===== src/rtl/obslm_pkg.sv =====
// Shared constants, codes, types and helpers of the sound level meter.
// No dependencies; imported by all files but the macro header.
package obslm_pkg;

  localparam int BANDS      = 8;
  localparam int COUNT_BITS = 16;

  localparam int BIDX_W  = (BANDS > 1) ? $clog2(BANDS) : 1;
  localparam int IDX_W   = $clog2(BANDS + 3);
  localparam int E_W     = 32;
  localparam int WT_W    = 16;
  localparam int V_W     = 36;
  localparam int FRAME_W = 40;
  localparam int BACC_W  = 36 + COUNT_BITS;
  localparam int TOTAL_W = 40 + COUNT_BITS;
  localparam int LVL_W   = 16;
  localparam int FC_W    = 16;

  localparam logic [WT_W-1:0]  UNITY_WEIGHT = 16'd4096;
  localparam logic [24:0]      LOG_SCALE    = 25'd19728296;
  localparam logic [47:0]      LEVEL_OFFSET = 48'd155126189;
  localparam logic [LVL_W-1:0] FLOOR_LEVEL  = 16'h8000;

  // Input modes
  localparam logic [1:0] MODE_ENERGY = 2'd0;
  localparam logic [1:0] MODE_REPORT = 2'd1;
  localparam logic [1:0] MODE_WEIGHT = 2'd2;

  // Result kinds
  localparam logic [1:0] KIND_BAND = 2'd0;
  localparam logic [1:0] KIND_AVG  = 2'd1;
  localparam logic [1:0] KIND_MIN  = 2'd2;
  localparam logic [1:0] KIND_MAX  = 2'd3;

  // Request from the sequencer to the band store
  typedef struct packed {
    logic              rd_en;
    logic [BIDX_W-1:0] rd_addr;
    logic              acc_we;
    logic [BIDX_W-1:0] acc_waddr;
    logic              wt_we;
    logic [BIDX_W-1:0] wt_addr;
    logic              acc_clr;
  } store_req_t;

  // Clamp the frame count to the 16-bit result field
  function automatic logic [FC_W-1:0] sat_count(input logic [COUNT_BITS-1:0] c);
    logic [COUNT_BITS:0] lim;
    lim = (COUNT_BITS + 1)'(65535);
    if ({1'b0, c} > lim) sat_count = '1;
    else sat_count = FC_W'(c);
  endfunction

endpackage


===== src/rtl/obslm_store.sv =====
// Band store: weight table and band accumulators in synchronous memories.
// Depends on obslm_pkg; entries never written since reset/clear read as reset value.
module obslm_store import obslm_pkg::*; (
  input  logic              clk,
  input  logic              rst_n,
  input  store_req_t        req,
  input  logic [BACC_W-1:0] acc_wdata,
  input  logic [WT_W-1:0]   wt_wdata,
  output logic [BACC_W-1:0] acc_q,
  output logic [WT_W-1:0]   wt_q
);

  logic [BACC_W-1:0] acc_mem [BANDS];
  logic [WT_W-1:0]   wt_mem  [BANDS];
  logic [BANDS-1:0]  acc_vld_r;
  logic [BANDS-1:0]  wt_vld_r;

  // Track written entries; clear drops all accumulators at once
  always_ff @(posedge clk) begin
    if (!rst_n) begin
      acc_vld_r <= '0;
      wt_vld_r  <= '0;
    end else begin
      if (req.acc_clr) begin
        acc_vld_r <= '0;
      end else if (req.acc_we) begin
        acc_vld_r[req.acc_waddr] <= 1'b1;
      end
      if (req.wt_we) begin
        wt_vld_r[req.wt_addr] <= 1'b1;
      end
    end
  end

  // Write ports
  always_ff @(posedge clk) begin
    if (req.acc_we) begin
      acc_mem[req.acc_waddr] <= acc_wdata;
    end
    if (req.wt_we) begin
      wt_mem[req.wt_addr] <= wt_wdata;
    end
  end

  // Registered read, hold last data when idle
  always_ff @(posedge clk) begin
    if (req.rd_en) begin
      acc_q <= acc_vld_r[req.rd_addr] ? acc_mem[req.rd_addr] : '0;
      wt_q  <= wt_vld_r[req.rd_addr] ? wt_mem[req.rd_addr] : UNITY_WEIGHT;
    end
  end

endmodule


===== config.mk =====
export PLATFORM = sky130hd
export DESIGN_NAME = obslm_store
export DESIGN_NICKNAME = d
export VERILOG_FILES = /design/src/rtl/obslm_pkg.sv /design/src/rtl/obslm_store.sv
export SDC_FILE = /design/constraint.sdc
export NUM_CORES = 1
export LEC_CHECK = 0
export BUFFER_PORTS_ARGS = -buffer_cell sky130_fd_sc_hd__buf_4
export CAP_MARGIN = 0
export CORE_ASPECT_RATIO = 1.75
export CORE_MARGIN = 4
export CORE_UTILIZATION = 26
export CTS_BUF_LIST = sky130_fd_sc_hd__clkbuf_16
export DETAILED_ROUTE_END_ITERATION = 6
export HOLD_SLACK_MARGIN = 0.03
export PLACE_DENSITY = 0.42
export SKIP_CTS_REPAIR_TIMING = 1
export SYNTH_ARGS = -nofsm -noshare
export SYNTH_HDL_FRONTEND = slang
export SYNTH_SLANG_ARGS = --single-unit

===== constraint.sdc =====
create_clock -name clk -period 8.1 [get_ports clk]
set_input_delay 0.405 -clock clk [delete_from_list [all_inputs] [get_ports clk]]
set_output_delay 0.405 -clock clk [all_outputs]
set_load 0.02 [all_outputs]

Word level (Yosys, flattened, before mapping)
Memory sizes are Yosys's and may differ from the RTL's. A register that Yosys moved wholly into a read port is not among the register bits.
Index checks and enable logic that the tools add are counted.
{ "op_classes": {"n_lt_le_gt_ge": 5, "n_mux": 12, "n_bitwise": 3, "n_reduce_logical": 5} }
{ "op_table": {"columns": ["op", "count"], "rows": [
  ["8-bit bitwise OR", 2],
  ["3-bit by 4-bit < comparator with 1-bit output, second input constant", 3],
  ["1-bit two-way mux", 8],
  ["1-bit binary-select mux with 3-bit select", 2],
  ["1-bit demux with 3-bit select", 2],
  ["3-bit by 1-bit >= comparator with 1-bit output, second input constant", 2],
  ["1-bit logical AND", 2],
  ["1-bit logical NOT", 2],
  ["2-bit OR reduction", 1],
  ["1-bit NOT", 1]
]} }
{ "totals": {"ff_bits": 16, "ramBits": 544, "input_bits": 83, "output_inout_bits": 68, "wordCells": 29, "mem_count": 2} }
{ "memory_table": {"columns": ["memory", "words", "word_bits", "rd", "rd_clocked_by_memory_dff", "wr", "line", "source"], "rows": [
  ["acc_mem", 8, 52, 1, 1, 1, "obslm_store.sv:13", "logic [BACC_W-1:0] acc_mem [BANDS];"],
  ["wt_mem", 8, 16, 1, 1, 1, "obslm_store.sv:14", "logic [WT_W-1:0] wt_mem [BANDS];"]
]} }

Depth between registers and ports, before layout
{ "depth": {"depth_word": 5, "ltp_mapped": 7, "mapped_depth_nobuf": 3} }

Least setup slack after synthesis
Ideal clock, no wire load.
{ "synth_timing": {"kind": "input port to flip-flop", "start": "input port req[5] in the netlist's numbering", "end": "memory acc_mem[0][0] in the netlist's numbering, enable pin", "setup_ps": 615, "t_arrival_ps": 5959, "required_ps": 7485, "path_slack_ps": 1526, "cell_stages": 1, "path_buffers": 0, "cell_sequence": "nor4b_1"} }
{ "synth_rtl": {"columns": ["element", "line", "source"], "rows": [
  ["start, declared", "obslm_store.sv:6", "input store_req_t req,"],
  ["end, declared", "obslm_store.sv:13", null]
]} }
No word-level cell before the write port.

Worst setup path in the final report
{ "layout_timing": {"start": "input port req[9] in the netlist's numbering", "end": "register acc_q[6], read port of acc_mem, data pin"} }
{ "layout_via": {"elab_chain_len": 3} }
{ "layout_rtl": {"columns": ["element", "line", "source"], "rows": [
  ["1-bit binary-select mux with 3-bit select", "obslm_store.sv:48", "acc_q <= acc_vld_r[req.rd_addr] ? acc_mem[req.rd_addr] : '0;"],
  ["1-bit two-way mux (not written as such)", "obslm_store.sv:48", null],
  ["1-bit logical NOT (no line)", null, null],
  ["end, declared", "obslm_store.sv:9", "output logic [BACC_W-1:0] acc_q,"]
]} }
Several ways; a longest one is shown, not always the timed one. The select of a mux whose other input is x is not followed.
A chain may end at the register's enable or synchronous reset.

==> out/metrics.cfg <==
[pwr]
peakVddDrop_mv = 0.131
p_leak_nw = 9.44
power.density_mw_per_mm2 = 240

[placed_design]
numPlacedInstances = 2305
place.gp.congestion = 0.665
numPortBuffers = 150
dp_hpwl_um = 30700

[setup_path]
path_buf_inv = 2
critPathSlowestCell = mux4_2
end_kind = flip-flop
cp_max_fo = 51
path_class = in2reg
crit_chain = buf_8, mux4_2, mux2i_4, buf_4, nor2_1
cp_top_family = multiplexers
startpoint_type = input pin
cp_slowest_stage_delay_ns = 0.62
cp.required_ns = 8.44
worstPathArrival_ns = 2.71

[floorplan]
die_w_um = 235
die-area_mm2 = 0.0952
io_pins = 151
die_y_um = 405
rows = 145
start_util_pct = 26.2
coreArea_mm2 = 0.0893

[clock_network]
clk_pin_slew_ns = 0.06
clock_tree.buffer_depth = 3
h-tree-depth = 2
cts_sinks = 628
insertion_delay_ns = 0.64
cts_made_buffers = 59
cts_tree = yes
clock-root-buffer = clkbuf_16

[logic_synthesis]
synth-simple-area-share_pct = 1.90
synth_compound_area_share_pct = 0.379
synth-main-ff-cell = edfxtp_1
synth_edf_count = 612
synthXorXnorAreaFrac_pct = 0
muxShareOfSynthArea_pct = 16.5
synthAdderAreaFrac_pct = 0
synth.avg_cell_area_um2 = 23.5
yosysWarningCount = 0
yosysUniqueCellTypes = 26
ys_seq_area_share_pct = 79.8
ys_seq_elements = 628
synth_nets = 1082
postSynthCellCount = 999
synth-async-reset-ratio_pct = 0
synth.cell_area_mm2 = 0.0234
synth_top_family_by_area = multiplexers

[status]
status = complete, no violations

[global_routing]
grt_pass1_wl_um = 81800
grt_usage_pct = 11.6
overflow = 0
grt_pass1_vias = 11700
grt_max_degree = 61
antenna_found_initial = 5

[timing]
fmaxAchievable_mhz = 421
relSlewSlack_pct = 29.7
tns_ns = 0
clock_skew_ns = 0.0338
fin_crit_sh_pct = 29.3
grt_setup_unrepaired = no
fin_crit_ns = 2.38
finalHoldViolations = 0
drv_slew = 0
setup_viol = 0
worst_pin_slew_ns = 1.05

[finish]
final_nets = 1341
fin_cells = 2488
drive_above_1_share_pct = 31.7
fill_cells = 8603
syn2layout_area_growth_pct = 22.1

[detailed_routing]
vias = 10700
wl_per_cell_um = 22.5
vias_per_cell = 4.31
drc = 0
first_iter_violations = 683
wl_um = 55900
antenna_left = 0
drt_pass1_iterations = 4

[job]
cap_violations = 0

[hold_path]
min_path_type = in2reg

==> metal layers <==
| metal | routed length, um | share of wire [%] | GRT usage [%] | vias up |
|---|---|---|---|---|
| li1 | - | - | - | 4669 |
| met1 | 23600 | 42 | 14.2 | 5778 |
| met2 | 29000 | 52 | 20.5 | 209 |
| met3 | 2200 | 3.9 | 2.85 | 73 |
| met4 | 1120 | 2.0 | 3.20 | 2 |
| met5 | 13 | 0.023 | 0 | - |
==> Yosys cell counts, types with 2 or more instances <==
library cell  count  area (um^2)
edfxtp_1        612        18400
mux4_2          140         3150
nor2_1           86          323
mux2i_1          67          671
buf_2            22          110
dfxtp_1          16          320
clkbuf_1         11         41.3
o21a_1            8         60.1
buf_12            6          120
nand2_1           4         15.0
nand2b_1          4         25.0
buf_4             3         22.5
nor4bb_1          3         30.0
and4b_1           2         20.0
buf_1             2         7.51
nor3_1            2         10.0
o21ba_1           2         20.0
==> cell families after synthesis <==
kind of cell	count (synthesis)
simple gates	104
buf+inv	47
flops	628
compound gates	11
mux	209
==> power by group <==
group	total (mW)	leakage (nW)	switching [mW]	internal, mW
combinational	0.400	2.71	0.215	0.185
clock	2.75	0.963	1.22	1.54
sequential	3.70	5.77	0.0278	3.68
==> layout by cell type (no fill, tap or decap), drive strengths merged, types with 16 or more instances in the layout <==
cell / synthesis / layout
dfxtp: 16 / 16
edfxtp: 612 / 612
buf: 35 / 177
clkinv: 0 / 32
nor2: 86 / 86
clkbuf: 12 / 60
dlygate4sd3: 0 / 68
mux2i: 69 / 69
mux4: 140 / 140
==> stage by stage <==
stage               area [um^2]  hold slack (ns)  total power [mW]  setup WS, ns  utilization, %
floorplan                 23400            0.435              3.99          1.53               -
global placement          26000            0.441              4.15          4.89            29.1
detailed placement        26000            0.452              4.16          4.91            29.1
CTS                       27900          -0.0690              6.96          5.57            31.3
global route              28600           0.0328              7.14          5.47            32.0
finish                    28600           0.0702              6.86          5.72            32.1
==> cell type report <==
| type | count | area (um^2) | area share (%) |
|---|---|---|---|
| diodes | 5 | 12.5 | 0.0437 |
| multi-input cells | 324 | 4480 | 15.7 |
| clock inverters | 50 | 419 | 1.46 |
| clock buffers | 60 | 1500 | 5.25 |
| well taps | 1176 | 1470 | 5.14 |
| repair buffers | 245 | 2020 | 7.08 |
| flip-flops and latches | 628 | 18700 | 65.4 |
==> sequential cells by signal, summed over array words and instances (netlist names) <==
register and flops:
acc_mem 416, acc_q 52, acc_vld_r 8, wt_mem 128, wt_q 16, wt_vld_r 8
==> path summary, 6_finish.rpt <==
check | start | to | slack, ns | cells after the start
setup / recovery | req[9] | acc_q[6] | 5.72 | 5
hold / removal | rst_n | wt_vld_r[4] | 0.07 | 2
setup reg to reg | acc_vld_r[4] | acc_q[6] | 5.82 | 4
hold reg to reg | wt_vld_r[0] | wt_vld_r[0] | 0.47 | 1
Power figures use the tool's default switching activity.
