$ cat src/rtl/obslm_pkg.sv
// Shared constants, codes, types and helpers of the sound level meter.
// No dependencies; imported by all files but the macro header.
package obslm_pkg;

  localparam int BANDS      = 8;
  localparam int COUNT_BITS = 16;

  localparam int BIDX_W  = (BANDS > 1) ? $clog2(BANDS) : 1;
  localparam int IDX_W   = $clog2(BANDS + 3);
  localparam int E_W     = 32;
  localparam int WT_W    = 16;
  localparam int V_W     = 36;
  localparam int FRAME_W = 40;
  localparam int BACC_W  = 36 + COUNT_BITS;
  localparam int TOTAL_W = 40 + COUNT_BITS;
  localparam int LVL_W   = 16;
  localparam int FC_W    = 16;

  localparam logic [WT_W-1:0]  UNITY_WEIGHT = 16'd4096;
  localparam logic [24:0]      LOG_SCALE    = 25'd19728296;
  localparam logic [47:0]      LEVEL_OFFSET = 48'd155126189;
  localparam logic [LVL_W-1:0] FLOOR_LEVEL  = 16'h8000;

  // Input modes
  localparam logic [1:0] MODE_ENERGY = 2'd0;
  localparam logic [1:0] MODE_REPORT = 2'd1;
  localparam logic [1:0] MODE_WEIGHT = 2'd2;

  // Result kinds
  localparam logic [1:0] KIND_BAND = 2'd0;
  localparam logic [1:0] KIND_AVG  = 2'd1;
  localparam logic [1:0] KIND_MIN  = 2'd2;
  localparam logic [1:0] KIND_MAX  = 2'd3;

  // Request from the sequencer to the band store
  typedef struct packed {
    logic              rd_en;
    logic [BIDX_W-1:0] rd_addr;
    logic              acc_we;
    logic [BIDX_W-1:0] acc_waddr;
    logic              wt_we;
    logic [BIDX_W-1:0] wt_addr;
    logic              acc_clr;
  } store_req_t;

  // Clamp the frame count to the 16-bit result field
  function automatic logic [FC_W-1:0] sat_count(input logic [COUNT_BITS-1:0] c);
    logic [COUNT_BITS:0] lim;
    lim = (COUNT_BITS + 1)'(65535);
    if ({1'b0, c} > lim) sat_count = '1;
    else sat_count = FC_W'(c);
  endfunction

endpackage

$ cat src/rtl/obslm_div.sv
// Restoring divider, one quotient bit per cycle, for averages.
// Depends on obslm_pkg; divisor must be nonzero.
module obslm_div import obslm_pkg::*; (
  input  logic                  clk,
  input  logic                  rst_n,
  input  logic                  start,
  input  logic [TOTAL_W-1:0]    dividend,
  input  logic [COUNT_BITS-1:0] divisor,
  output logic                  done,
  output logic [TOTAL_W-1:0]    quotient
);

  localparam int CNT_W = $clog2(TOTAL_W + 1);

  logic                  busy_r;
  logic [CNT_W-1:0]      cnt_r;
  logic [TOTAL_W-1:0]    q_r;
  logic [COUNT_BITS:0]   rem_r;
  logic [COUNT_BITS-1:0] dvs_r;
  logic                  done_r;
  logic [COUNT_BITS+1:0] rem_sh;
  logic                  fits;

  // Shift in the next dividend bit and try the subtract
  assign rem_sh = {rem_r, q_r[TOTAL_W-1]};
  assign fits   = rem_sh >= {2'b00, dvs_r};

  always_ff @(posedge clk) begin
    if (!rst_n) begin
      busy_r <= 1'b0;
      done_r <= 1'b0;
      cnt_r  <= '0;
    end else begin
      done_r <= 1'b0;
      if (start) begin
        busy_r <= 1'b1;
        cnt_r  <= CNT_W'(TOTAL_W);
      end else if (busy_r) begin
        cnt_r <= cnt_r - 1'b1;
        if (cnt_r == CNT_W'(1)) begin
          busy_r <= 1'b0;
          done_r <= 1'b1;
        end
      end
    end
  end

  always_ff @(posedge clk) begin
    if (start) begin
      q_r   <= dividend;
      rem_r <= '0;
      dvs_r <= divisor;
    end else if (busy_r) begin
      q_r   <= {q_r[TOTAL_W-2:0], fits};
      rem_r <= fits ? (COUNT_BITS + 1)'(rem_sh - {2'b00, dvs_r})
                    : (COUNT_BITS + 1)'(rem_sh);
    end
  end

  assign done     = done_r;
  assign quotient = q_r;

endmodule

$ cat config.mk
export PLATFORM = sky130hd
export DESIGN_NAME = obslm_div
export DESIGN_NICKNAME = d
export VERILOG_FILES = /design/src/rtl/obslm_pkg.sv /design/src/rtl/obslm_div.sv
export SDC_FILE = /design/constraint.sdc
export NUM_CORES = 1
export LEC_CHECK = 0
export BUFFER_PORTS_ARGS = -buffer_cell sky130_fd_sc_hd__buf_2
export CORE_MARGIN = 2
export CORE_UTILIZATION = 26
export CTS_CLUSTER_DIAMETER = 150
export DETAILED_ROUTE_END_ITERATION = 12
export GPL_ROUTABILITY_DRIVEN = 1
export GPL_TIMING_DRIVEN = 0
export PLACE_DENSITY_LB_ADDON = 0.05
export REMOVE_ABC_BUFFERS = 1
export SYNTH_ARGS = -nofsm -noshare
export SYNTH_HDL_FRONTEND = slang
export SYNTH_SLANG_ARGS = --single-unit
export TNS_END_PERCENT = 100
$ cat constraint.sdc
create_clock -name clk -period 5.38 [get_ports clk]
set_input_delay 0.538 -clock clk [delete_from_list [all_inputs] [get_ports clk]]
set_output_delay 0.538 -clock clk [all_outputs]
set_load 0.01 [all_outputs]
# --- Yosys cells after proc, flatten, opt, wreduce, memory -nomap -nowiden ---
# Cells that the tools add are included.
classes:
  add_sub_neg: 2
  reduce_logical: 3
  bitwise: 2
  eq_ne: 1
  n_lt_le_gt_ge: 1
  mux: 9
op_table:
  columns: ["op", "n"]
  rows:
  - ["two-way mux 56 bit", 2]
  - ["greater-or-equal comparator 18 x 16 -> 1 bit", 1]
  - ["two-way mux 17 bit", 1]
  - ["subtractor 17 x 16 -> 17 bit", 1]
  - ["two-way mux 6 bit", 2]
  - ["equality test 6 x 1 -> 1 bit, second input constant", 1]
  - ["subtractor 6 x 1 -> 6 bit, second input constant", 1]
  - ["two-way mux 1 bit", 4]
  - ["OR reduction 3 bit", 1]
  - ["inverter 1 bit", 2]
  - ["nonzero test 2 bit", 1]
  - ["OR reduction 2 bit", 1]
totals:
  register_bits: 97
  word_cells: 25

# --- Depth between registers and ports, before layout ---
logic_depth:
  depth_word: 4
  mapped_depth: 12

# --- Worst setup path before layout ---
# Ideal clock, no wire load.
synth_timing:
  path_kind: "register to register"
  from: "reg q_r[55], in the netlist quotient[55]"
  to: "reg q_r[0], in the netlist quotient[0], data pin"
  stages_incl_launch_ff: 11
  n_path_buf: 1
  arrival_time_ns: 2.484
  setup_slack_ns: 2.636
  setup_time_ns: 0.260
  path_cell_list: "edfxtp_1 > inv_1 > ha_1 > inv_1 > fa_1 > a21o_1 > a221oi_2 > a2111o_1 > buf_2 > nand2_1 > mux2_2"
synth_between:
  elab_chain_len: 3
synth_rtl:
  columns: ["item", "line", "text"]
  rows:
  - ["start, declared", "obslm_div.sv:17", "logic [TOTAL_W-1:0] q_r;"]
  - ["start signal, assigned", "obslm_div.sv:50", "q_r <= dividend;"]
  - ["start signal, assigned", "obslm_div.sv:54", "q_r <= {q_r[TOTAL_W-2:0], fits};"]
  - ["greater-or-equal comparator 18 x 16 -> 1 bit", "obslm_div.sv:26", "assign fits = rem_sh >= {2'b00, dvs_r};"]
  - ["two-way mux 56 bit", "obslm_div.sv:53", "end else if (busy_r) begin"]
  - ["two-way mux 56 bit", "obslm_div.sv:49", "if (start) begin"]
# Every way passes these cells. The select of a mux whose other input is x is not followed.
# A chain may end at the register's enable or synchronous reset.

# --- Worst setup path in the final report ---
layout_timing:
  from: "reg q_r[55], in the netlist quotient[55]"
  to: "reg rem_r[10]"
layout_between:
  elab_chain_len: 2
  elab_cells_between_ends: 3
layout_rtl:
  columns: ["item", "line", "text"]
  rows:
  - ["subtractor 17 x 16 -> 17 bit / greater-or-equal comparator 18 x 16 -> 1 bit (equally long branches)", "obslm_div.sv:55, obslm_div.sv:26", null]
  - ["two-way mux 17 bit (*)", "obslm_div.sv:55", "rem_r <= fits ? (COUNT_BITS + 1)'(rem_sh - {2'b00, dvs_r})"]
  - ["end signal, assigned", "obslm_div.sv:55", null]
  - ["end, declared", "obslm_div.sv:18", "logic [COUNT_BITS:0] rem_r;"]
# Every way passes the cells marked *; elsewhere a longest branch is shown, timed or not.

==> impl_metrics.tcl <==
set metrics [dict create \
    coreArea_sq_um 18100 \
    period_needed_ps 3610 \
    leakage_nw 2.49 \
    hp-class "input pin to flop" \
    postCtsResizedCells 0 \
    grt_pass1_wl_um 19500 \
    vdd_drop_max_v 0.000134 \
    synthXorXnorAreaFrac_pct 2.18 \
    gr-total-overflow 0 \
    synthFlopType "edfxtp_1" \
    ant_nets 0 \
    synth-async-reset-ratio_pct 0 \
    dp_cells 742 \
    seq_area_sq_um 2660 \
    netlist_area_sq_um 4820 \
    slowest_stage "and2_1" \
    area_growth_pct 24.9 \
    final.setup.tns_ps 0 \
    worst_pin_slew_ps 916 \
    wl_per_cell_um 15.9 \
    grt_util_met2_pct 19.3 \
    placed_area_sq_um 5730 \
    num_antenna_cells 0 \
    synthCells 399 \
    n_fill_cell 1793 \
    fmax_mhz 277 \
    clk_latency_ps 350 \
    multi_input_area_sq_um 1970 \
    io-pin-count 132 \
    setup_viol 0 \
    grt_max_degree 61 \
    slew_viol_final 0 \
    netlist_top_cells_count "edfxtp_1 (72), mux2_2 (56), nand2_1 (31), nor2_1 (28), inv_1 (26)" \
    synth.top_cell.area_share_pct 44.9 \
    synth_top_family_by_area "multiplexers" \
    std_cell_rows 49 \
    p_total_mw 1.90 \
    yosysUniqueCellTypes 48 \
    synth_area_leaders "edfxtp_1 (45%), mux2_2 (13%), dfxtp_1 (10%)" \
    vias 3550 \
    tritoncts "done" \
    synth_edf_count 72 \
    crit_required_ps 5630 \
    fin_skew_ps 10.6 \
    maxSlewHeadroom_pct 38.8 \
    cp_max_fo 19 \
    nets 619 \
    portBuffers 131 \
    start_kind "flop" \
    hpwl_um 8470 \
    routed_wl_um 12100 \
    period_share_pct 67.1 \
    die_w_um 140 \
    yosysMostFrequentCell "edfxtp_1" \
    clock-sinks 97 \
    cp-end-kind "flop" \
    antenna_found_initial 2 \
    gr-usage-met3_pct 5.57 \
    hold_viol_final 0 \
    vias_per_cell 4.68 \
    synth_compound_area_share_pct 11.7 \
    busiest_layer "met2" \
    max_stage_delay_ps 750 \
    synthSimpleGateAreaFrac_pct 8.11 \
    start_util_pct 26.6 \
    drtIter0Drc 148 \
    ys_ff_latch 97 \
    die_h_um 140 \
    instances_no_fill 758 \
    status "completed" \
    cp_common_cell "inv_1" \
    rsz0062_at_grt "false" \
    worst-setup-path-type "flop to flop" \
    power_density_nw_per_um2 316 \
    drtPass1Iterations 6 \
    cap_violations 0 \
    yosysWarnings 0 \
    synth.avg_cell_area_sq_um 12.1 \
    cts-root-buf "clkbuf_16" \
    final_util_pct 33.3 \
    worstPathArrival_ps 3860 \
    synth_top_area_cell "edfxtp_1" \
    dieArea_sq_um 19600 \
    htree_levels 3 \
    clkTransAtPathRegs_ps 70 \
    holdBufCountCts 0 \
    use_met1_pct 15.9 \
    worstPathCellList "inv_1 -> ha_1 -> inv_1 -> fa_1 -> a21o_1 -> a221oi_2 -> a2111o_1 -> and2_1 -> nand2_1 -> a311oi_1" \
    synthMuxAreaShare_pct 13.9 \
    grt_pass1_vias 3616 \
    cts_setup_buffers 0 \
    globalplace.congestion 0.789 \
    track_usage_pct 12.6 \
    clockBufferDepth 2 \
    drive_gt1_share_pct 39.3 \
    cts_buffers 9 \
    ys_seq_area_share_pct 55.3 \
    final_area_sq_um 6020 \
    synth_fa_ha_area_share_pct 5.09 \
    route.detailed.drc 0 \
]
[per-stage QoR]
stage	setup WS [ps]	hold WS [ps]
detailed placement	1760	454
global placement	356	446
CTS	1760	343
floorplan	2530	426
finish	1770	364
global route	1540	344
[cell families (layout without fill, tap and decap cells)]
group                      Yosys count  count (layout)
xor gates and xnor gates            12              12
DFF                                 97              97
adders and majority gates           19              19
buffers and inverters               45             175
and+or+nand+nor                     86              86
AOI/OAI and AO/OA                   80              80
muxes                               60              60
[where the power goes]
group	switching [mW]	internal, mW
Sequential	0.0394	0.885
Clock	0.288	0.356
Combinational	0.182	0.152
[area by class of cell]
class                           instances  area share, %
Multi-Input combinational cell        257           32.8
Clock buffer                            9           3.74
Timing Repair Buffer                  134           11.8
Inverter                               26           1.62
Clock inverter                          6          0.978
Tap cell                              229           4.76
Sequential cell                        97           44.3
[per-layer routing]
layer  up-vias  share of wire (%)
met5         -              0.058
met4         2                1.5
met3        15                8.2
met2        96                 45
met1      1691                 45
li1       1746                  -
[worst max-delay path, delay by kind of cell, from the launching register on]
kind                       cells  cell delay (ps)
AOI/OAI and AO/OA              4             1490
and+or+nand+nor                2              880
adders and majority gates      2              560
DFF                            1              440
buffers and inverters          2              130
[registers in the layout, indices dropped and copies added, names as in the netlist]
signal and cells:
dvs_r 16, cnt_r 6, done 1, quotient 56, busy_r 1, rem_r 17
[layout by cell type (no fill, tap or decap), drive strengths merged, types with 3 or more instances in the layout]
cell    synthesis  final
dfxtp          25     25
a21boi          3      3
mux2           56     56
clkbuf         16      9
xor2            6      6
a211oi          9      9
mux2i           4      4
edfxtp         72     72
nor3            5      5
inv            26     27
a32oi           5      5
a21oi          18     18
xnor2           6      6
o21ai          12     12
nand2          31     31
clkinv          0      3
nor2           28     28
ha             18     18
a311oi          7      7
o31ai           3      3
nand3           3      3
buf             3    134
nand4           6      6
a21o            6      6
o21a            3      3
[path summary, 6_finish.rpt]
| path | slack, ps | cells past startpoint | startpoint | endpoint |
|---|---|---|---|---|
| worst max-delay path | 1770 | 10 | quotient[55]$_DFFE_PP_ | rem_r[10]$_SDFFE_PP0P_ |
| worst max register to register | 1770 | 10 | quotient[55]$_DFFE_PP_ | rem_r[10]$_SDFFE_PP0P_ |
| worst min-delay path | 360 | 1 | divisor[3] | dvs_r[3]$_DFFE_PP_ |
| worst min register to register | 460 | 2 | rem_r[16]$_SDFFE_PP0P_ | rem_r[16]$_SDFFE_PP0P_ |
Power figures use the tool's default switching activity.
