[config.mk]
export PLATFORM = sky130hd
export DESIGN_NAME = obslm_log
export DESIGN_NICKNAME = d
export VERILOG_FILES = /design/src/rtl/obslm_pkg.sv /design/src/rtl/obslm_log.sv
export SDC_FILE = /design/constraint.sdc
export NUM_CORES = 2
export LEC_CHECK = 0
export BUFFER_PORTS_ARGS = -buffer_cell sky130_fd_sc_hd__clkbuf_2
export CORE_ASPECT_RATIO = 1.75
export CORE_UTILIZATION = 50
export DETAILED_ROUTE_END_ITERATION = 6
export PLACE_DENSITY_LB_ADDON = 0.15
export SYNTH_ARGS = -nofsm -noshare
export SYNTH_HDL_FRONTEND = slang
export SYNTH_SLANG_ARGS = --single-unit
[constraint.sdc]
create_clock -name clk -period 21.2 [get_ports clk]
set_input_delay 5.3 -clock clk [delete_from_list [all_inputs] [get_ports clk]]
set_output_delay 5.3 -clock clk [all_outputs]
set_load 0.05 [all_outputs]
[src/rtl/obslm_pkg.sv]
// Shared constants, codes, types and helpers of the sound level meter.
// No dependencies; imported by all files but the macro header.
package obslm_pkg;

  localparam int BANDS      = 8;
  localparam int COUNT_BITS = 16;

  localparam int BIDX_W  = (BANDS > 1) ? $clog2(BANDS) : 1;
  localparam int IDX_W   = $clog2(BANDS + 3);
  localparam int E_W     = 32;
  localparam int WT_W    = 16;
  localparam int V_W     = 36;
  localparam int FRAME_W = 40;
  localparam int BACC_W  = 36 + COUNT_BITS;
  localparam int TOTAL_W = 40 + COUNT_BITS;
  localparam int LVL_W   = 16;
  localparam int FC_W    = 16;

  localparam logic [WT_W-1:0]  UNITY_WEIGHT = 16'd4096;
  localparam logic [24:0]      LOG_SCALE    = 25'd19728296;
  localparam logic [47:0]      LEVEL_OFFSET = 48'd155126189;
  localparam logic [LVL_W-1:0] FLOOR_LEVEL  = 16'h8000;

  // Input modes
  localparam logic [1:0] MODE_ENERGY = 2'd0;
  localparam logic [1:0] MODE_REPORT = 2'd1;
  localparam logic [1:0] MODE_WEIGHT = 2'd2;

  // Result kinds
  localparam logic [1:0] KIND_BAND = 2'd0;
  localparam logic [1:0] KIND_AVG  = 2'd1;
  localparam logic [1:0] KIND_MIN  = 2'd2;
  localparam logic [1:0] KIND_MAX  = 2'd3;

  // Request from the sequencer to the band store
  typedef struct packed {
    logic              rd_en;
    logic [BIDX_W-1:0] rd_addr;
    logic              acc_we;
    logic [BIDX_W-1:0] acc_waddr;
    logic              wt_we;
    logic [BIDX_W-1:0] wt_addr;
    logic              acc_clr;
  } store_req_t;

  // Clamp the frame count to the 16-bit result field
  function automatic logic [FC_W-1:0] sat_count(input logic [COUNT_BITS-1:0] c);
    logic [COUNT_BITS:0] lim;
    lim = (COUNT_BITS + 1)'(65535);
    if ({1'b0, c} > lim) sat_count = '1;
    else sat_count = FC_W'(c);
  endfunction

endpackage

[src/rtl/obslm_log.sv]
// Level unit: log2 by normalization and repeated squaring, scaled to centi-dB.
// Depends on obslm_pkg; input must be nonzero.
module obslm_log import obslm_pkg::*; (
  input  logic               clk,
  input  logic               rst_n,
  input  logic               start,
  input  logic [TOTAL_W-1:0] x,
  output logic               done,
  output logic [LVL_W-1:0]   level
);

  localparam int EXP_W = $clog2(TOTAL_W);
  localparam int L_W   = EXP_W + 16;
  localparam int P_W   = L_W + 25;

  typedef enum logic [5:0] {
    L_IDLE = 6'b000001,
    L_NORM = 6'b000010,
    L_SQ   = 6'b000100,
    L_CHK  = 6'b001000,
    L_MUL  = 6'b010000,
    L_FIN  = 6'b100000
  } lstate_t;

  lstate_t            st_r;
  logic [TOTAL_W-1:0] xs_r;
  logic [EXP_W-1:0]   e_r;
  logic [31:0]        m_r;
  logic [63:0]        sq_r;
  logic [15:0]        frac_r;
  logic [3:0]         bit_r;
  logic [P_W-1:0]     pr_r;
  logic               done_r;
  logic [LVL_W-1:0]   level_r;
  logic [32:0]        mm;
  logic [47:0]        acc;

  assign mm  = sq_r[63:31];
  assign acc = 48'(pr_r) + (LEVEL_OFFSET << 16) + 48'h0000_8000_0000;

  always_ff @(posedge clk) begin
    if (!rst_n) begin
      st_r   <= L_IDLE;
      done_r <= 1'b0;
    end else begin
      done_r <= 1'b0;
      case (st_r)
        L_IDLE: begin
          if (start) st_r <= L_NORM;
        end
        // Shift left until the top bit is set
        L_NORM: begin
          if (xs_r[TOTAL_W-1]) st_r <= L_SQ;
        end
        L_SQ: st_r <= L_CHK;
        L_CHK: begin
          if (bit_r == 4'd0) st_r <= L_MUL;
          else st_r <= L_SQ;
        end
        L_MUL: st_r <= L_FIN;
        L_FIN: begin
          st_r   <= L_IDLE;
          done_r <= 1'b1;
        end
        default: st_r <= L_IDLE;
      endcase
    end
  end

  always_ff @(posedge clk) begin
    case (st_r)
      L_IDLE: begin
        xs_r   <= x;
        e_r    <= EXP_W'(TOTAL_W - 1);
        frac_r <= '0;
        bit_r  <= 4'd15;
      end
      L_NORM: begin
        if (!xs_r[TOTAL_W-1]) begin
          xs_r <= {xs_r[TOTAL_W-2:0], 1'b0};
          e_r  <= e_r - 1'b1;
        end else begin
          m_r <= xs_r[TOTAL_W-1 -: 32];
        end
      end
      // Square the mantissa
      L_SQ: sq_r <= 64'(m_r) * 64'(m_r);
      // Renormalize and emit one fraction bit
      L_CHK: begin
        if (mm[32]) begin
          m_r            <= mm[32:1];
          frac_r[bit_r]  <= 1'b1;
        end else begin
          m_r <= mm[31:0];
        end
        bit_r <= bit_r - 1'b1;
      end
      L_MUL: pr_r <= P_W'({e_r, frac_r}) * P_W'(LOG_SCALE);
      L_FIN: begin
        if (acc[47:32] > 16'd32767) level_r <= 16'd32767;
        else level_r <= acc[47:32];
      end
      default: ;
    endcase
  end

  assign done  = done_r;
  assign level = level_r;

endmodule

# Yosys cells after proc, flatten, opt, wreduce, memory -nomap -nowiden
# Cells that the tools add are included.
[classes]
shifts = 0
n_reduce_logical = 9
div = 0
n_mux = 17
n_bitwise = 1
n_addsub = 4
order_cmp = 3
n_eq_ne = 10
n_mul = 2
[op_table]
columns = ["operator", "count"]
rows = [
  ["case mux 56 bit (2 select lines)", 1],
  ["multiplier 32 x 32 -> 64 bit", 1],
  ["2-to-1 mux 32 bit", 2],
  ["case mux 32 bit (2 select lines)", 1],
  ["2-to-1 mux 56 bit", 1],
  ["adder 47 x 44 -> 48 bit (second input constant)", 1],
  ["adder 48 x 32 -> 48 bit (second input constant)", 1],
  ["multiplier 22 x 22 -> 44 bit (second input constant)", 1],
  ["case mux 16 bit (2 select lines)", 1],
  ["case mux 6 bit (5 select lines)", 1],
  ["2-to-1 mux 6 bit", 3],
  ["> comparator 16 x 15 -> 1 bit (second input constant)", 1],
  ["2-to-1 mux 16 bit", 1],
  ["bitwise OR 16 bit", 1],
  ["case mux 6 bit (2 select lines)", 1],
  ["!= test 2 bit (second input constant)", 4],
  ["case mux 4 bit (2 select lines)", 1],
  ["AND reduction 2 bit", 4],
  ["equality test 6 x 1 -> 1 bit (second input constant)", 1],
  ["equality test 6 x 2 -> 1 bit (second input constant)", 1],
  ["equality test 6 x 3 -> 1 bit (second input constant)", 1],
  ["equality test 6 x 4 -> 1 bit (second input constant)", 1],
  ["equality test 6 x 5 -> 1 bit (second input constant)", 1],
  ["equality test 6 bit (second input constant)", 1],
  ["10 further kinds", 13],
]
[totals]
latch_bits = 0
romBits = 0
memories = 0
wordCells = 57
register_bits = 245
mem_bits_rw = 0
output_inout_bits = 17
in_bits = 59

# Longest topological paths before layout
[logic_depth]
ltp_word = 7
mapped_depth = 29
ltp_nobuf = 27

# Least setup slack after synthesis
# Ideal clock, no wire load.
[synth_timing]
kind = "flip-flop to flip-flop"
start = "reg m_r[2]"
end = "reg sq_r[58], data pin"
synth_period_minus_slack_ns = 7.578
setup_time_ns = 0.261
stages_incl_launch_ff = 26
t_required_ns = 20.939
n_path_buf = 3
arrival_ns = 7.318
setup_slack_ns = 13.622
cell_sequence = "edfxtp_1 clkbuf_1 buf_1 nand2_1 fa_1 inv_1 fa_1 fa_1 inv_1 fa_1 inv_1 fa_1 fa_1 fa_1 fa_1 ha_1 clkbuf_1 and3_4 a221oi_4 a2111oi_4 a21oi_2 o41ai_4 a2111oi_4 o31a_1 o21bai_2 xor2_1"
[synth_between]
elab_chain_len = 1
[synth_lines]
columns = ["item", "line", "source"]
rows = [
  ["start: declaration", "obslm_log.sv:28", "logic [31:0] m_r;"],
  ["start signal: assignment", "obslm_log.sv:83", "m_r <= xs_r[TOTAL_W-1 -: 32];"],
  ["start signal: assignment", "obslm_log.sv:91", "m_r <= mm[32:1];"],
  ["start signal: assignment", "obslm_log.sv:94", "m_r <= mm[31:0];"],
  ["multiplier 32 x 32 -> 64 bit", "obslm_log.sv:87", "L_SQ: sq_r <= 64'(m_r) * 64'(m_r);"],
  ["end signal: assignment", "obslm_log.sv:87", ""],
  ["end: declaration", "obslm_log.sv:29", "logic [63:0] sq_r;"],
]
# No other way between the ends.
# A chain may end at the register's enable or synchronous reset.

# Worst setup path in the final report
[layout_timing]
start = "reg m_r[14]"
end = "reg sq_r[46], data pin"
# Same word-level chain as after synthesis.

==> out/qor.yml <==
hold_buffers: 0
hold_class: "register to register"
grt_pass1_vias: 35400
yosysWarnings: 0
slew_viol_final: 0
io_buffer_count: 75
maxSlewHeadroom_pct: 32.5
synthArstFlopShare_pct: 0
grt-ovfl-total: 0
die_y_um: 398
cts-buffers-inserted: 21
start_util_pct: 50.4
nets: 5982
outcome: "completed"
syn_area_mm2: 0.0449
area_delta_synth_final_pct: 5.05
finalSetupViolCount: 0
synth_nets: 5991
timing.rr.end: "sq_r[46]$_DFFE_PP_"
fin_tns_setup_ns: 0
met2_usage_pct: 59.7
io_pins: 76
cts_setup_buffers: 0
synth_edf_count: 194
rsz0062_at_grt: "no"
tightest_slew_ns: 1.01
vias: 30300
cts_sinks: 201
min_period_over_period_pct: 42.9
worstPathArrival_ns: 9.37
drive_gt1_share_pct: 4.18
core_area_mm2: 0.0891
drt_wl_total_um: 126000
worst_skew_pair.late_latency_ns: 0.56
crit_path_end_kind: "register"
dp_hpwl_um: 104000
rrSetupSlack_ns: 12.11
die_w_um: 228
place.gp.congestion: 0.980
rr_startpoint: "m_r[14]$_DFFE_PP_"
crit_start: "m_r[14]$_DFFE_PP_"
cts_tree: "yes"
synth_top_area_share_pct: 42.4
required_ns: 21.48
ant_nets: 0
antenna_found_initial: 2
die_area_mm2: 0.0910
diodes: 0
ys_ff_latch: 201
h-tree-depth: 1
grt_pass1_wl_um: 196000
cts.path.max_buffers: 3
drt_pre_antenna_iters: 5
critical_path.max_fanout: 32
vias_per_cell: 5.36
rows: 145
first_iter_violations: 1479
grtUsageMet3_pct: 2.16
synth_cells: 4464
busiest_layer: "met2"
final_cell_mix: "inv_1, fa_1, ha_1"
max_cap_viol_count: 0
grt_usage_pct: 29.2
post_cts_resized: 0
layout_commonest_cell: "inv_1"
clock.fmax_mhz: 110
cts_root_buffer: "clkbuf_16"
avgSynthCellArea_um2: 10.1
synth_cell_types: 69
yosys-top-cells-area: "fa_1, ha_1, edfxtp_1"
wire_per_inst_um: 22.4
clkSlewWorstSetupHoldPaths_ns: 0.07
synthFlopType: "edfxtp_1"
start_kind: "register"
grt_start_max_net_pins: 118
drc_errors: 0
fin_crit_ns: 9.09
yosysTopAreaCell: "fa_1"
yosysSeqAreaShare_pct: 13.3
finClkSkew_ns: 0.0267
hold_viol: 0
critPathKind: "register to register"
reg2reg_depth: 27
grt_util_met1_pct: 25.4
crit_end: "sq_r[46]$_DFFE_PP_"
hold_path_depth: 2
==> per-layer routing <==
layer / up-vias / share of wire (%)
met5: - / 0.010
met4: 2 / 9.7
met3: 480 / 3.0
met2: 849 / 58
met1: 15500 / 29
li1: 13400 / -
==> cell families after synthesis <==
family	after synthesis	share of synthesized area, %
DFF	201	13.3
adders and majority gates	1468	56.8
other	1	0.00835
buffers and inverters	1380	11.6
AOI/OAI and AO/OA	391	5.69
muxes	34	0.761
xor gates and xnor gates	120	2.34
and+or+nand+nor	869	9.52
==> Yosys cell counts (8+ instances only) <==
cell,n
inv_1,1232
fa_1,950
ha_1,518
nand2_1,388
and2_1,230
edfxtp_1,194
clkbuf_1,140
o21ai_0,123
a21oi_1,94
nor2_1,81
xnor2_1,66
a21o_1,65
nand2b_1,61
xor2_1,54
mux2i_1,33
nand4_1,22
nor2b_1,18
a31o_2,16
o21bai_1,15
a31oi_1,14
nand3_1,13
nor3_1,11
and3_1,9
or2_2,8
==> registers in the layout (all words and copies together), names as in the netlist <==
signal / cells
bit_r: 4
level: 16
e_r: 6
st_r: 6
done: 1
frac_r: 16
m_r: 32
sq_r: 33
pr_r: 31
xs_r: 56
==> worst max-delay path, stage by stage, from the launching register on <==
cell      delay (ns)
edfxtp_1        0.33
buf_4           0.47
nand2_1         0.21
xor2_1          0.22
ha_1            0.22
o21bai_1        0.25
fa_1            0.57
inv_1           0.05
fa_1            0.50
fa_1            0.56
inv_1           0.05
fa_1            0.51
inv_1           0.06
fa_1            0.54
inv_1           0.05
fa_1            0.51
fa_1            0.44
ha_1            0.37
nand2_1         0.15
o211ai_1        0.16
a221oi_1        0.77
nand3_1         0.16
a41oi_1         0.40
o21bai_1        0.22
a211oi_1        0.48
o21ai_0         0.22
a21oi_1         0.22
xnor2_1         0.09
==> how the worst min path moves through the flow <==
stage | from | to | slack, ns
after floorplan | st_r[2]$_SDFFE_PN0P_ | st_r[3]$_SDFFE_PN0P_ | 0.50
after global placement | st_r[2]$_SDFFE_PN0P_ | st_r[3]$_SDFFE_PN0P_ | 0.52
after detailed placement | st_r[2]$_SDFFE_PN0P_ | st_r[3]$_SDFFE_PN0P_ | 0.53
after CTS | st_r[2]$_SDFFE_PN0P_ | st_r[3]$_SDFFE_PN0P_ | 0.54
after global routing | st_r[2]$_SDFFE_PN0P_ | st_r[3]$_SDFFE_PN0P_ | 0.58
final | st_r[2]$_SDFFE_PN0P_ | st_r[3]$_SDFFE_PN0P_ | 0.54
==> cell type report <==
class                           instances  area [um2]
Fill cell                            8191       41900
Sequential cell                       201        5970
Tap cell                             1176        1470
Clock inverter                         14         139
Multi-Input combinational cell       2883       33700
Clock buffer                           24         537
Inverter                             1233        4630
Timing Repair Buffer                  115         676
==> metrics by stage <==
step                      utilization (%)  hold WS [ns]  cell area (um2)  cells  setup slack (ns)
after floorplan                         -         0.497            44900   4464             13.62
after global placement               52.2         0.524            46500   5608             12.48
after detailed placement             52.2         0.528            46500   5608             12.39
after CTS                            52.9         0.539            47200   5646             12.36
after global routing                 52.9         0.576            47200   5646             11.89
final                                52.9         0.537            47200   5646             12.11
Power is left out: the tool's default activity adds up to more than one toggle a clock period on the data nets, which glitch-free logic cannot reach.
